==> src/sv/dmcs_pkg.sv <==
// Shared types and constants for the dominant microphone channel selector.
// Used by every module of the block; depends on nothing.
package dmcs_pkg;

  localparam int LANES        = 4;
  localparam int SAMPLE_W     = 16;
  localparam int ENERGY_W     = 48;
  localparam int SQ_W         = 32;
  localparam int SMOOTH_SHIFT = 3;
  localparam int FRAME_W      = LANES * SAMPLE_W;

  localparam logic OP_PUSH = 1'b0;
  localparam logic OP_READ = 1'b1;

  localparam logic RK_DECISION = 1'b0;
  localparam logic RK_SAMPLE   = 1'b1;

  typedef struct packed {
    logic                       operation;
    logic signed [SAMPLE_W-1:0] mic_sample_0;
    logic signed [SAMPLE_W-1:0] mic_sample_1;
    logic signed [SAMPLE_W-1:0] mic_sample_2;
    logic signed [SAMPLE_W-1:0] mic_sample_3;
    logic                       chunk_end;
  } in_item_t;

  typedef struct packed {
    logic                       result_kind;
    logic [1:0]                 chosen_channel;
    logic                       channel_switched;
    logic                       capacity_overflow;
    logic signed [SAMPLE_W-1:0] mono_sample;
    logic                       final_sample;
    logic                       nothing_left;
  } out_item_t;

  // Strobes from the sequencer to the energy datapath
  typedef struct packed {
    logic sq_load;
    logic clear_chunk;
    logic clear_avg;
    logic smooth;
  } energy_ctrl_t;

  typedef enum logic [2:0] {
    ST_IDLE,
    ST_ACC,
    ST_SMOOTH,
    ST_SCAN,
    ST_THRESH,
    ST_DECIDE,
    ST_EMIT,
    ST_READ
  } dmcs_state_t;

endpackage

==> src/sv/dmcs_energy.sv <==
// Per-channel energy datapath: registered squares, saturating chunk sums and
// the smoothed averages. Depends on dmcs_pkg.
module dmcs_energy
  import dmcs_pkg::*;
(
  input  logic                clk,
  input  logic                rst,
  input  energy_ctrl_t        ctrl,
  input  logic [2:0]          live_ch,
  input  in_item_t            frame,
  input  logic [1:0]          rd_idx,
  output logic [ENERGY_W-1:0] rd_val
);

  logic signed [SAMPLE_W-1:0] samp     [LANES];
  logic [SQ_W-1:0]            sq       [LANES];
  logic                       sq_valid;
  logic [ENERGY_W-1:0]        chunk_e  [LANES];
  logic [ENERGY_W-1:0]        avg      [LANES];
  logic [ENERGY_W:0]          acc_sum  [LANES];
  logic signed [ENERGY_W:0]   diff     [LANES];
  logic signed [ENERGY_W:0]   sm_new   [LANES];
  logic signed [SQ_W-1:0]     prod     [LANES];
  logic [LANES-1:0]           lane_live;

  assign samp[0] = frame.mic_sample_0;
  assign samp[1] = frame.mic_sample_1;
  assign samp[2] = frame.mic_sample_2;
  assign samp[3] = frame.mic_sample_3;

  always_comb begin
    for (int l = 0; l < LANES; l++) begin
      lane_live[l] = 3'(l) < live_ch;
      prod[l]      = samp[l] * samp[l];
      acc_sum[l]   = {1'b0, chunk_e[l]} + (ENERGY_W + 1)'(sq[l]);
      diff[l]      = $signed({1'b0, chunk_e[l]}) - $signed({1'b0, avg[l]});
      // floor((e - avg) / 8) is an arithmetic shift of the difference
      sm_new[l]    = $signed({1'b0, avg[l]}) + (diff[l] >>> SMOOTH_SHIFT);
    end
  end

  always_ff @(posedge clk) begin
    if (ctrl.sq_load) begin
      for (int l = 0; l < LANES; l++) begin
        sq[l] <= lane_live[l] ? SQ_W'(unsigned'(prod[l])) : '0;
      end
    end
  end

  always_ff @(posedge clk) begin
    if (rst) begin
      sq_valid <= 1'b0;
      for (int l = 0; l < LANES; l++) begin
        chunk_e[l] <= '0;
        avg[l]     <= '0;
      end
    end else begin
      sq_valid <= ctrl.sq_load;
      for (int l = 0; l < LANES; l++) begin
        if (ctrl.clear_chunk) begin
          chunk_e[l] <= '0;
        end else if (sq_valid) begin
          chunk_e[l] <= acc_sum[l][ENERGY_W] ? '1 : acc_sum[l][ENERGY_W-1:0];
        end
        if (ctrl.clear_avg) begin
          avg[l] <= '0;
        end else if (ctrl.smooth && lane_live[l]) begin
          avg[l] <= sm_new[l][ENERGY_W-1:0];
        end
      end
    end
  end

  assign rd_val = avg[rd_idx];

endmodule

==> config.mk <==
export PLATFORM = sky130hd
export DESIGN_NAME = dmcs_energy
export DESIGN_NICKNAME = d
export VERILOG_FILES = /design/src/sv/dmcs_pkg.sv /design/src/sv/dmcs_energy.sv
export SDC_FILE = /design/constraint.sdc
export NUM_CORES = 2
export LEC_CHECK = 0
export BUFFER_PORTS_ARGS = -buffer_cell sky130_fd_sc_hd__buf_2
export CORE_MARGIN = 4
export CORE_UTILIZATION = 45
export DETAILED_ROUTE_END_ITERATION = 7
export GPL_TIMING_DRIVEN = 0
export PLACE_DENSITY_LB_ADDON = 0.12
export SYNTH_ARGS = -nofsm -noshare
export SYNTH_HDL_FRONTEND = slang
export SYNTH_SLANG_ARGS = --single-unit
==> constraint.sdc <==
create_clock -name clk -period 11 [get_ports clk]
set_input_delay 0.55 -clock clk [delete_from_list [all_inputs] [get_ports clk]]
set_output_delay 0.55 -clock clk [all_outputs]
set_load 0.05 [all_outputs]
; Word-level counts from Yosys, hierarchy flattened
; Memory sizes are Yosys's and may differ from the RTL's.
; Index checks and enable logic that the tools add are counted.
[totals]
out_inout_bits = 48
elab_cells = 98
register_bits = 1
ramBits = 512
in_bits = 77
latchBits = 0
mem_bits_ro = 0
mem_count = 3
[memory_table]
columns = memory, depth, width, read_ports, rd_clocked_by_memory_dff, wr, line
row1 = avg, 4, 48, 5, 0, 4, dmcs_energy.sv:19  ; logic [ENERGY_W-1:0] avg [LANES];
row2 = chunk_e, 4, 48, 4, 0, 4, dmcs_energy.sv:18  ; logic [ENERGY_W-1:0] chunk_e [LANES];
row3 = sq, 4, 32, 4, 0, 4, dmcs_energy.sv:16  ; logic [SQ_W-1:0] sq [LANES];
[classes]
reduce_logical = 4
n_addsub = 12
n_div = 0
n_shift = 0
n_eq_ne = 0
mul = 4
n_lt_le_gt_ge = 4
bitwise_logic = 16
mux = 54
[op_table]
columns = cell, count
row1 = 48-bit 2-to-1 mux, 20
row2 = 48-bit by 32-bit adder with 49-bit output, 4
row3 = 48-bit by 48-bit subtractor with 49-bit output, 4
row4 = 48-bit by 46-bit adder with 48-bit output, 4
row5 = 16-bit by 16-bit multiplier with 32-bit output, 4
row6 = 32-bit 2-to-1 mux, 4
row7 = 1-bit 2-to-1 mux, 30
row8 = 1-bit bitwise OR, 16
row9 = 1-bit by 3-bit < comparator with 1-bit output (first input constant), 2
row10 = 2-bit by 3-bit < comparator with 1-bit output (first input constant), 2
row11 = 1-bit logical AND, 4

; Longest topological paths before layout
[depth]
ltp_word = 7
ltp_mapped = 31
mapped_depth_nobuf = 30

; Least setup slack after synthesis
; No wires, ideal clock.
[synth_timing]
path_kind = input-to-reg
from = input port frame[51] (netlist bit)
to = memory sq[0][31] (data pin)
path_buffers = 2
required_time_ns = 10.734
arrival_time_ns = 7.027
slack_ns = 3.707
setup_ns = 0.266
path_stages = 27
cell_sequence = clkbuf_1 clkbuf_1 nand2_1 fa_1 fa_1 fa_1 inv_1 fa_1 fa_1 inv_1 fa_1 inv_1 ha_1 a21o_1 a21o_1 a21o_1 a21o_1 a221oi_2 o21bai_1 a21oi_1 o21ai_0 a2111oi_2 o31ai_1 a21o_1 a21oi_1 xnor2_1 nor2_1
[synth_rtl]
columns = item, line
row1 = "start, declared", dmcs_energy.sv:10  ; input in_item_t frame,
row2 = "end, declared", dmcs_energy.sv:16

==> results.tsv <==
metric	value	unit
post_drt_via_cell_ratio	5.35	
synth_top_area_frac	0.239	
synth_top_family_by_area	adder cells	
worst_slew_pin_slew	1.31	ns
clock_latency	0.66	ns
cp-end-kind	flop	
ctsHoldBuffers	0	
holdPathEnd	sq_valid	
synthSimpleGateAreaFrac	0.124	
port_buffers	113	
synthArstFlopShare	0	
synth_nets	10400	
first_pass_iters	8	
dieArea	0.182	sq mm
required	11.36	ns
clock-root-buffer	clkbuf_16	
die_y	427	um
ys_ff_latch	509	
maxSlewViolCount	0	
cp_top_family	adder cells	
gp_congestion	0.929	
synth-compound-area-share	0.140	
clockBufferDepth	3	
grt_overflow	0	
drtIter0Drc	3740	
grt_pass1_vias	62100	
crit_path_frequent_cell	fa_1	
fmax	124	MHz
syn2layout_area_growth	7.37	%
whs_path_depth	2	
cts_tree	built	
rsz0062_at_grt	false	
start_util	0.453	
synth_most_common_cell	inv_1	
reg2regPathDepth	28	
cts_htree_levels	3	
worstHoldStart	rst	
antenna_found_initial	3	
post-route-min-period	8.06	ns
synth_area_per_cell	9.22	sq um
drc_errors	0	
cp-start-kind	input pin	
max_cap_violations	0	
synth_seq_area_share	0.194	
synthMuxAreaShare	0.0146	
synthAdderAreaFrac	0.376	
fillers	16500	
via_count	59500	
worstPathArrival	8.43	ns
numCtsBuffers	68	
critPathBufInv	6	
num_io_pins	125	
netlist_instances	8555	
ff2ff_setup_slack	3.85	ns
hp-class	in -> reg	
worstReg2RegEnd	avg[2][45]	
synth_cell_type_count	89	
path_max_fanout	10	
nNetsFinal	10600	
tns	0	ns
status	finished, final reports clean	
synth_xor_area_frac	0.0662	
clock_sinks	509	
yosysWarnings	0	
ant_nets	0	
grt.total_usage	0.239	
drive_gt1_frac	0.0405	
ctsResizeCount	0	
reg2reg_from	avg[2][2]	
slowest_delay	0.52	ns
grt_max_degree	94	
clk_pin_slew	0.07	ns
netlist_top_cells_area	fa_1 24%, edfxtp_1 19%, ha_1 14%	
wl_per_cell	19.2	um
finalCritPeriodShare	0.733	
die_x	427	um
setup_viol	0	
syn-cell-area	0.0789	sq mm
critPathKind	in -> reg	
synth-edff-count	508	
rows	153	
coreArea	0.174	sq mm
synth_common_cells	1586 x inv_1, 941 x fa_1, 865 x ha_1, 699 x nor2_1, 634 x a21oi_1	
slowest_stage	fa_1	
synth_ff_type	edfxtp_1	
synth_area_leader_cell	fa_1	
drt_wl_total	214	mm
grt_pass1_wl	342	mm
slew_headroom	0.127	
fin_worst_skew	0.0194	ns
hold_viol	0	
cts_setup_buffers	0	
hpwl	180	mm
## registers in the layout, indices dropped and copies added, names as in the netlist
signal    cells
avg         192
chunk_e     192
sq_valid      1
sq          124
## how the worst max path moves through the flow
stage	from	end	slack, ns	cells past startpoint
floorplan	frame[51]	sq[0][31]	3.71	27
global placement	frame[50]	sq[0][31]	2.25	28
detailed placement	frame[50]	sq[0][31]	2.23	28
CTS	frame[50]	sq[0][31]	2.94	28
global route	frame[50]	sq[0][31]	2.57	28
finish	frame[50]	sq[0][31]	2.94	28
## logic make-up after synthesis
group / count (synthesis)
DFF: 509
muxes: 55
adders and majority gates: 1806
xor gates and xnor gates: 596
AOI/OAI and AO/OA: 1718
and+or+nand+nor: 2073
buffers and inverters: 1798
## layout by cell type (no fill, tap or decap), types with 80 or more instances in the layout
master,count
fa_1,941
and2_1,180
clkbuf_1,210
nor2_1,699
buf_2,118
xnor2_1,384
o21a_1,80
ha_1,865
nor3_1,116
nand2_1,513
edfxtp_1,508
o21bai_1,98
o21ai_0,240
nand3_1,94
inv_1,1586
a21o_1,313
nand2b_1,98
a21oi_1,634
xor2_1,212
nor2b_1,109
## routing by layer
layer | share of wire | global-route usage
met3 | 0.041 | 0.0209
met2 | 0.47 | 0.404
met5 | 0.000061 | 0
met4 | 0.037 | 0.0801
met1 | 0.45 | 0.324
## per-stage QoR
step | instances | hold WS [ns] | utilization | setup slack [ns] | cell area (sq um)
3_3_place_gp | 11000 | 0.608 | 0.473 | 2.25 | 82300
5_1_grt | 11100 | 0.110 | 0.487 | 2.57 | 84700
4_1_cts | 11100 | 0.0705 | 0.487 | 2.94 | 84700
6_report | 11100 | 0.119 | 0.487 | 2.94 | 84700
3_5_place_dp | 11000 | 0.615 | 0.474 | 2.23 | 82600
2_1_floorplan | 8555 | 0.576 | - | 3.71 | 78900
## layout make-up
type | count | area [sq um] | share of cell area
multi-input cells | 6248 | 56900 | 0.671
flip-flops and latches | 509 | 15300 | 0.180
plain buffers | 210 | 797 | 0.00941
repair buffers | 121 | 754 | 0.00891
clock inverters | 35 | 289 | 0.00341
well taps | 2325 | 2910 | 0.0344
inverters | 1588 | 5960 | 0.0704
diodes | 2 | 5.00 | 0.0000591
clock buffers | 88 | 1830 | 0.0216
Power is left out: the tool's default activity adds up to more than one toggle a clock period on the data nets, which glitch-free logic cannot reach.
